## src/design/bsu_pkg.sv

```systemverilog
// shared types and constants for the bucket sort unit
`timescale 1ns / 1ps
package bsu_pkg;

  localparam int SAMPLE_W = 16;
  localparam int BUCKET_W = 6;
  localparam int CFG_W    = 7;

  // commands from controller to datapath
  typedef struct packed {
    logic insert;  // place the incoming sample into the cell row
    logic shift;   // head transaction taken, move the row down by one
  } ctrl_cmd_t;

endpackage

```

## src/design/bsu_ctrl.sv

```systemverilog
// controller: load and drain sequencing, fill count and handshakes
`timescale 1ns / 1ps
module bsu_ctrl #(
  parameter int MAX_ITEMS = 64,
  parameter int CW        = $clog2(MAX_ITEMS + 1)
) (
  input  logic               clk,
  input  logic               rst_n,
  input  logic               in_valid,
  output logic               in_ready,
  input  logic               in_batch_end,
  output logic               out_valid,
  input  logic               out_ready,
  output logic               out_final_res,
  output logic [CW-1:0]      fill_count,
  output bsu_pkg::ctrl_cmd_t cmd
);
  import bsu_pkg::*;

  localparam logic ST_LOAD  = 1'b0;
  localparam logic ST_DRAIN = 1'b1;

  logic          state_r, state_nxt;
  logic [CW-1:0] count_r, count_nxt;

  assign in_ready      = (state_r == ST_LOAD);
  assign out_valid     = (state_r == ST_DRAIN);
  assign out_final_res = (count_r == CW'(1));
  assign fill_count    = count_r;

  always_comb begin
    state_nxt  = state_r;
    count_nxt  = count_r;
    cmd.insert = 1'b0;
    cmd.shift  = 1'b0;
    case (state_r)
      ST_LOAD: begin
        if (in_valid) begin
          cmd.insert = 1'b1;
          count_nxt  = count_r + CW'(1);
          // a full row closes the batch as if the end flag were set
          if (in_batch_end || (count_r + CW'(1) == CW'(MAX_ITEMS))) begin
            state_nxt = ST_DRAIN;
          end
        end
      end
      ST_DRAIN: begin
        if (out_ready) begin
          cmd.shift = 1'b1;
          count_nxt = count_r - CW'(1);
          if (count_r == CW'(1)) begin
            state_nxt = ST_LOAD;
          end
        end
      end
      default: begin
        state_nxt = ST_LOAD;
        count_nxt = '0;
      end
    endcase
  end

  always_ff @(posedge clk) begin
    if (!rst_n) begin
      state_r <= ST_LOAD;
      count_r <= '0;
    end else begin
      state_r <= state_nxt;
      count_r <= count_nxt;
    end
  end

  a_drain_nonempty: assert property (@(posedge clk) disable iff (!rst_n)
    out_valid |-> (count_r != '0))
    else $error("drain with empty row");

  a_no_overlap: assert property (@(posedge clk) disable iff (!rst_n)
    !(in_ready && out_valid))
    else $error("load and drain at once");

  a_back_to_load: assert property (@(posedge clk) disable iff (!rst_n)
    (out_valid && out_ready && out_final_res) |=> (in_ready && count_r == '0))
    else $error("final transaction did not return to load");

  a_count_bound: assert property (@(posedge clk) disable iff (!rst_n)
    count_r <= CW'(MAX_ITEMS))
    else $error("fill count beyond row length");

endmodule

```

## src/design/bsu_datapath.sv

```systemverilog
// datapath: insertion cell row, bucket count register and bucket index
`timescale 1ns / 1ps
module bsu_datapath #(
  parameter int MAX_ITEMS   = 64,
  parameter int MAX_BUCKETS = 64,
  parameter int CW          = $clog2(MAX_ITEMS + 1)
) (
  input  logic                           clk,
  input  logic                           rst_n,
  input  logic                           cfg_we,
  input  logic [bsu_pkg::CFG_W-1:0]      cfg_wdata,
  input  bsu_pkg::ctrl_cmd_t             cmd,
  input  logic [CW-1:0]                  fill_count,
  input  logic [bsu_pkg::SAMPLE_W-1:0]   in_sample,
  output logic [bsu_pkg::SAMPLE_W-1:0]   out_sorted_sample,
  output logic [bsu_pkg::BUCKET_W-1:0]   out_bucket
);
  import bsu_pkg::*;

  localparam int PW = CFG_W + SAMPLE_W;

  logic [SAMPLE_W-1:0] cell_r   [MAX_ITEMS];
  logic [SAMPLE_W-1:0] cell_nxt [MAX_ITEMS];
  logic [MAX_ITEMS-1:0] gt;
  logic [CFG_W-1:0]    bcnt_r;
  logic [CFG_W-1:0]    eff_n;
  logic [PW-1:0]       prod;
  logic [CFG_W-1:0]    bidx;

  // empty cells count as larger than any sample
  genvar g;
  generate
    for (g = 0; g < MAX_ITEMS; g++) begin : g_cell
      assign gt[g] = (CW'(g) >= fill_count) || (cell_r[g] > in_sample);
      if (g == 0) begin : g_head
        always_comb begin
          cell_nxt[g] = cell_r[g];
          if (cmd.insert) begin
            if (gt[g]) cell_nxt[g] = in_sample;
          end else if (cmd.shift) begin
            if (MAX_ITEMS > 1) cell_nxt[g] = cell_r[(MAX_ITEMS > 1) ? 1 : 0];
          end
        end
      end else begin : g_body
        always_comb begin
          cell_nxt[g] = cell_r[g];
          if (cmd.insert) begin
            if (gt[g-1])   cell_nxt[g] = cell_r[g-1];
            else if (gt[g]) cell_nxt[g] = in_sample;
          end else if (cmd.shift) begin
            if (g < MAX_ITEMS - 1) cell_nxt[g] = cell_r[(g < MAX_ITEMS - 1) ? g + 1 : g];
          end
        end
      end
      always_ff @(posedge clk) begin
        cell_r[g] <= cell_nxt[g];
      end
    end
  endgenerate

  always_ff @(posedge clk) begin
    if (!rst_n) begin
      bcnt_r <= CFG_W'(1);
    end else if (cfg_we) begin
      bcnt_r <= cfg_wdata;
    end
  end

  always_comb begin
    if (bcnt_r == '0) begin
      eff_n = CFG_W'(1);
    end else if (bcnt_r > CFG_W'(MAX_BUCKETS)) begin
      eff_n = CFG_W'(MAX_BUCKETS);
    end else begin
      eff_n = bcnt_r;
    end
    prod = PW'(eff_n) * PW'(cell_r[0]);
    bidx = prod[PW-1:SAMPLE_W];
    if (bidx > eff_n - CFG_W'(1)) bidx = eff_n - CFG_W'(1);
  end

  assign out_sorted_sample = cell_r[0];
  assign out_bucket        = bidx[BUCKET_W-1:0];

endmodule

```

## src/design/bucket_sort_unit_interval_top.sv

```systemverilog
// Loading takes one transaction per cycle; a batch holds up to MAX_ITEMS samples.
// The first sorted result is valid the cycle after the batch-closing transaction,
// then one result per cycle while out_ready is high, set by the insertion cell row.
// The next batch is accepted in the cycle after the final result is taken.
// Reset clears the fill count, the controller state and sets bucket_count to 1;
// the cell row contents are not cleared.
`timescale 1ns / 1ps
module bucket_sort_unit_interval_top #(
  parameter int MAX_ITEMS   = 64,
  parameter int MAX_BUCKETS = 64
) (
  input  logic                         clk,
  input  logic                         rst_n,
  input  logic                         cfg_we,
  input  logic [bsu_pkg::CFG_W-1:0]    cfg_wdata,
  input  logic                         in_valid,
  output logic                         in_ready,
  input  logic [bsu_pkg::SAMPLE_W-1:0] in_sample,
  input  logic                         in_batch_end,
  output logic                         out_valid,
  input  logic                         out_ready,
  output logic [bsu_pkg::SAMPLE_W-1:0] out_sorted_sample,
  output logic [bsu_pkg::BUCKET_W-1:0] out_bucket,
  output logic                         out_final_res
);
  import bsu_pkg::*;

  localparam int CW = $clog2(MAX_ITEMS + 1);

  ctrl_cmd_t     cmd;
  logic [CW-1:0] fill_count;

  bsu_ctrl #(
    .MAX_ITEMS (MAX_ITEMS),
    .CW        (CW)
  ) u_ctrl (
    .clk           (clk),
    .rst_n         (rst_n),
    .in_valid      (in_valid),
    .in_ready      (in_ready),
    .in_batch_end  (in_batch_end),
    .out_valid     (out_valid),
    .out_ready     (out_ready),
    .out_final_res (out_final_res),
    .fill_count    (fill_count),
    .cmd           (cmd)
  );

  bsu_datapath #(
    .MAX_ITEMS   (MAX_ITEMS),
    .MAX_BUCKETS (MAX_BUCKETS),
    .CW          (CW)
  ) u_datapath (
    .clk               (clk),
    .rst_n             (rst_n),
    .cfg_we            (cfg_we),
    .cfg_wdata         (cfg_wdata),
    .cmd               (cmd),
    .fill_count        (fill_count),
    .in_sample         (in_sample),
    .out_sorted_sample (out_sorted_sample),
    .out_bucket        (out_bucket)
  );

endmodule

```

## config.mk

```make
export PLATFORM = sky130hd
export DESIGN_NAME = bucket_sort_unit_interval_top
export DESIGN_NICKNAME = d
export VERILOG_FILES = /design/src/design/bsu_pkg.sv /design/src/design/bsu_ctrl.sv /design/src/design/bsu_datapath.sv /design/src/design/bucket_sort_unit_interval_top.sv
export SDC_FILE = /design/constraint.sdc
export NUM_CORES = 2
export LEC_CHECK = 0
export ABC_CLOCK_PERIOD_IN_PS = 9600
export BUFFER_PORTS_ARGS = -buffer_cell sky130_fd_sc_hd__buf_2
export CAP_MARGIN = 5
export CORE_MARGIN = 1.5
export CORE_UTILIZATION = 60
export DETAILED_ROUTE_END_ITERATION = 8
export PLACE_DENSITY = 0.76
export SLEW_MARGIN = 30
export SYNTH_ARGS = -nofsm -noshare
export SYNTH_HDL_FRONTEND = slang
export SYNTH_SLANG_ARGS = --single-unit
export TNS_END_PERCENT = 1
```

## constraint.sdc

```tcl
create_clock -name clk -period 9.6 [get_ports clk]
set_input_delay 0.48 -clock clk [delete_from_list [all_inputs] [get_ports clk]]
set_output_delay 0.48 -clock clk [all_outputs]
set_load 0.005 [all_outputs]
```

After elaboration in Yosys (flattened, before gate mapping)
Memories as Yosys holds them, arrays and structs flattened.
Cells that the tools add are included.
- multipliers: 1
- bitwise logic cells: 1
- $lt $le $gt $ge: 130
- reduce and logical (&&, ||, !) cells: 67
- $add $sub $neg: 3
- multiplexer cells: 269
- eq/ne operators: 4
- operator list (kind ; count):
    $mux W16 ; 254
    $gt A16 B16 Y1 ; 64
    $ge A6 B7 Y1 const A ; 32
    $ge A5 B7 Y1 const A ; 16
    $logic_or A1 B1 Y1 ; 65
    $ge A4 B7 Y1 const A ; 8
    $ge A3 B7 Y1 const A ; 4
    $mux W7 ; 4
    $mul A7 B16 Y23 ; 1
    $ge A1 B7 Y1 const A ; 2
    $ge A2 B7 Y1 const A ; 2
    $pmux W7 S2 ; 1
    $sub A7 B1 Y7 const B ; 2
    $mux W1 ; 8
    $add A7 B1 Y7 const B ; 1
    $eq A7 B1 Y1 const B ; 1
    $eq A7 B7 Y1 const B ; 1
    $gt A7 B7 Y1 ; 1
    $gt A7 B7 Y1 const B ; 1
    $logic_not A7 Y1 ; 1
    $mux W6 ; 1
    $ne A2 B2 Y1 const B ; 2
    $pmux W1 S2 ; 1
    $reduce_and A2 Y1 ; 1
    $not A1 Y1 ; 1
- memories: 1
- word-level logic and storage cells: 479
- RAM bits: 1024
- register bits after elaboration: 15
- output and inout port bits: 25
- memories (name ; depth ; bits a word ; read ports ; clocked after Yosys merged registers in ; write ports ; line ; text):
    u_datapath.cell_r ; 64 ; 16 ; 64 ; 0 ; 64 ; bsu_datapath.sv:22 ; logic [SAMPLE_W-1:0] cell_r [MAX_ITEMS];

Longest topological paths before layout
- word-level depth: 6
- mapped depth: 27

Hierarchy
From an unflattened synthesis, not the netlist that was laid out.
- cells, all modules: 8752
- area, all modules: 84945.2 um^2
- by module, submodules not included (module ; cells each ; instances ; area each (um^2)):
    bsu_datapath ; 8684 ; 1 ; 84383.4
    bsu_ctrl ; 68 ; 1 ; 561.8

Least setup slack after synthesis
No wires, ideal clock.
- path kind: reg2out
- start: register u_datapath.bcnt_r[6]
- end: output port out_bucket[0] (netlist name)
- data required time: 9.120 ns
- path slack: 3.114 ns
- buffers on the path: 2
- arrival: 6.006 ns
- stages on the path, launching flop included: 26
- cell sequence: dfxtp_1 > clkbuf_2 > nor2b_1 > clkbuf_1 > nand2_1 > fa_1 > fa_1 > inv_1 > fa_1 > inv_1 > fa_1 > inv_1 > ha_1 > nand3_1 > a21boi_0 > a211o_1 > a31o_2 > a221oi_1 > xnor2_1 > ha_1 > a21oi_1 > nor2b_1 > o21ai_0 > nand2_1 > o21ai_1 > mux2i_1
- longest elaborated chain between the ends: 6
- ends and longest elaborated chain (what ; line ; text):
    start: declaration ; bsu_datapath.sv:25 ; logic [CFG_W-1:0] bcnt_r;
    start signal: assignment ; bsu_datapath.sv:65 ; bcnt_r <= cfg_wdata;
    $gt A7 B7 Y1 ; bsu_datapath.sv:72 ; end else if (bcnt_r > CFG_W'(MAX_BUCKETS)) begin
    $mux W7 ; bsu_datapath.sv:72 ;
    $mux W7 * ; bsu_datapath.sv:70 ; if (bcnt_r == '0) begin
    $mul A7 B16 Y23 or $sub A7 B1 Y7 (tied branches) ; bsu_datapath.sv:77, bsu_datapath.sv:79 ;
    $gt A7 B7 Y1 ; bsu_datapath.sv:79 ; if (bidx > eff_n - CFG_W'(1)) bidx = eff_n - CFG_W'(1);
    $mux W6 * ; bsu_datapath.sv:79 ;
    end: declaration ; bucket_sort_unit_interval_top.sv:23 ; output logic [bsu_pkg::BUCKET_W-1:0] out_bucket,
Mark *: on every way between the ends. The rest lies on a longest branch, timed or not.

Final worst setup path
- start: register u_datapath.bcnt_r[6]
- end: output port out_bucket[5] (netlist name)
Same word-level chain as after synthesis.

==> flow_summary_export.csv <==
group,metric,value,unit
floorplanning,fp.dieW,374,um
setup_path,start_kind,"flop",
setup_path,r2r_setup_slack,4.55,ns
floorplanning,die_area,0.140,mm2
setup_path,setup.worst_path.end,"out_bucket[5]",
power,power_density,201,mW/mm2
logic_synthesis,synth_cells,8524,
logic_synthesis,synth_cell_types,91,
sta,fin_crit,8.26,ns
floorplanning,num_rows,136,
place,numPortBuffers,53,
logic_synthesis,synth.largest_area_cell,"edfxtp_1",
setup_path,critPathMaxStageDelay,0.67,ns
setup_path,crit_path_frequent_cell,"fa_1",
sta,worst_clock_skew,0.0390,ns
setup_path,r2r-end,"u_datapath.cell_r[2][57]",
sta,hold_violations,0,
setup_path,critPathLaunch,"u_datapath.bcnt_r[6]",
power,peakVddDrop,217,uV
logic_synthesis,synthesis.nets,9698,
logic_synthesis,synth_warnings,0,
detailed_routing,drt-initial-drc-count,10200,
setup_path,cp.required,9.12,ns
sta,rsz0062_at_grt,"no",
sta,fmax,0.121,GHz
floorplanning,initial_core_util,60.3,%
global_routing,grt_pass1_vias,71500,
sta,fin_ws,1.34,ns
setup_path,critPathBufInv,3,
place,hpwl,210000,um
sta,worstMarginPinSlew,1.19,ns
sta,slew_viol_final,0,
global_routing,overflow,0,
setup_path,crit_path_end_kind,"output port",
worst_hold_path,worstHoldPathType,"in2reg",
sta,max_slew_margin,20.5,%
cts,cts.repair.resized,0,
setup_path,rr_startpoint,"u_ctrl.fill_count[1]",
logic_synthesis,synth_top_area_share,37.2,%
detailed_routing,drc,0,
logic_synthesis,synth_seq_cells,1039,
sta,fin_tns_setup,0,ns
logic_synthesis,yosysMostFrequentCell,"ha_1",
cts,insertion_delay,0.78,ns
cts,cts_num_sinks,1039,
setup_path,crit_cells,23,
logic_synthesis,dominantRegCellSynth,"edfxtp_1",
detailed_routing,ant_nets,0,
setup_path,cp_max_fo,27,
global_routing,grt_max_degree,199,
cells_and_area,area_delta_synth_final,7.46,%
cts,cts_buffer_depth,3,
detailed_routing,vias_per_cell,7.29,
logic_synthesis,synth_edf_count,1024,
logic_synthesis,synthArstFlopShare,0,%
setup_path,arrival,7.78,ns
worst_hold_path,hold_path.startpoint,"cfg_wdata[2]",
setup_path,cp_slowest_cell,"nor2b_2",
detailed_routing,drt-pass1-iter-count,9,
setup_path,crit_type,"reg2out",
sta,min_period_over_period,86.1,%
global_routing,grt_usage,43.4,%
logic_synthesis,synth_area_leaders,"edfxtp_1 37%, ha_1 16%, mux2i_1 7.4%, nand2_1 4.8%, o21ai_0 4.3%",
place,gp_congestion,1.00,
outcome,status,"complete, no violations",
setup_path,worstRegToRegCells,10,
cts,tritoncts,"yes",
logic_synthesis,synth-seq-area-share,37.6,%
floorplanning,placeableCoreArea,0.137,mm2
detailed_routing,vias,74600,
floorplanning,io_pins,54,
detailed_routing,wl_per_cell,30.6,um
setup_path,cpLargestDelayFamily,"adder cells",
floorplanning,die_h,374,um
cts,h-tree-depth,3,
global_routing,antenna_found_initial,12,
logic_synthesis,netlist_area,0.0827,mm2
cts,cts-root-buf,"clkbuf_16",
setup_path,crit_chain,"nor2b_2, and2_1, fa_1, fa_1, fa_1, inv_1, fa_1, inv_1, ha_1, a21oi_1, a21boi_0, a211o_1, a31o_2, a221oi_1, xnor2_1, ha_1, a21oi_1, nor2b_1, o21ai_0, nand2_1, o21ai_1, mux2i_1, buf_2",
logic_synthesis,syn_area_per_cell,9.70,um2
global_routing,grt_pass1_wl,458000,um
cells_and_area,fin_nets,9505,
power,p_leak,36.3,nW
cts,numCtsBuffers,118,
sta,setup_violations,0,
detailed_routing,wirelength,313000,um
place,dp_worst_setup_slack,1.74,ns
cts,clk_pin_slew,0.05,ns
logic_synthesis,ys_top_cells_by_count,"1,077 x ha_1, 1,068 x nand2_1, 1,024 x edfxtp_1",
cells_and_area,drive_gt1_share,7.91,%
run,maxCapViolCount,0,
==> placed cells by master, fill, tap and decap left out, types with 100 or more instances in the layout <==
cell type	synthesis	layout
ha_1	1077	1077
nand2_1	1068	1061
edfxtp_1	1024	1024
o21ai_0	712	704
mux2i_1	607	607
a21oi_1	523	509
nor2_1	470	466
nand3_1	342	342
o211ai_1	254	254
buf_4	44	214
inv_1	214	199
nand4_1	164	164
nor3_1	147	147
clkbuf_16	0	122
a21o_1	109	109
and2_1	100	100
==> state kept, by name, indices dropped and copies added (netlist names) <==
register           cells
u_datapath.cell_r   1024
u_ctrl.fill_count      7
u_datapath.bcnt_r      7
u_ctrl.out_valid       1
==> tightest hold or removal path, cell delays in order <==
cell	delay, ns
buf_2	0.08
mux2i_1	0.06
nor2b_1	0.11
==> cell type report <==
type                            count  area, um2
Antenna cell                        9       22.5
Clock buffer                      139       3120
Clock inverter                     83        895
Fill cell                       11000      48300
Inverter                          215        845
Multi-Input combinational cell   6686      48600
Sequential cell                  1039      31100
Tap cell                         1794       2240
Timing Repair Buffer              271       2100
==> report_power, final <==
part           internal, mW  total [mW]  switching [mW]  leakage [nW]
logic                  2.23        5.84            3.61          24.2
registers              6.10        7.13            1.03          10.2
clock network          2.79        4.86            2.07          1.95
==> routing by layer <==
layer	up-vias	track usage (%)	share of wire, %
li1	31900	-	-
met1	35600	55.9	36
met2	5638	63.0	41
met3	1399	12.9	14
met4	12	29.4	8.2
met5	-	0.412	0.021
==> how the worst min path moves through the flow <==
| stage | endpoint | slack (ns) | cells after the start |
|---|---|---|---|
| floorplan | u_datapath.bcnt_r[4] | 0.50 | 2 |
| global placement | u_datapath.bcnt_r[3] | 0.52 | 2 |
| detailed placement | u_datapath.bcnt_r[3] | 0.53 | 2 |
| CTS | u_datapath.bcnt_r[2] | 0.004 | 3 |
| global route | u_datapath.bcnt_r[3] | 0.07 | 3 |
| finish | u_datapath.bcnt_r[2] | 0.04 | 3 |
==> repair_timing <==
action,in CTS,in global routing
hold buffers,4,0
endpoints found under the hold margin,4,0
setup buffers,0,0
endpoints found under the setup margin,0,0
==> cells by family after synthesis <==
kind of cell / share of synthesized area, %
buf+inv: 4.09
mux: 8.40
simple gates: 14.1
compound gates: 17.7
flops: 37.6
fa+ha+maj: 17.9
xor+xnor: 0.180
==> per-stage QoR <==
| stage | cell area (um2) | instances | total power [mW] | utilization, % | hold WS, ns |
|---|---|---|---|---|---|
| final | 88800 | 10200 | 17.8 | 64.8 | 0.0386 |
| after global routing | 88800 | 10200 | 18.5 | 64.8 | 0.0655 |
| after CTS | 88800 | 10200 | 17.5 | 64.7 | 0.00419 |
| after detailed placement | 84700 | 10000 | 12.7 | 61.8 | 0.535 |
| after global placement | 84600 | 9999 | 12.5 | 61.7 | 0.523 |
| after floorplan | 82700 | 8524 | 10.7 | - | 0.498 |
No activity file was read; power rests on OpenSTA's default activity.
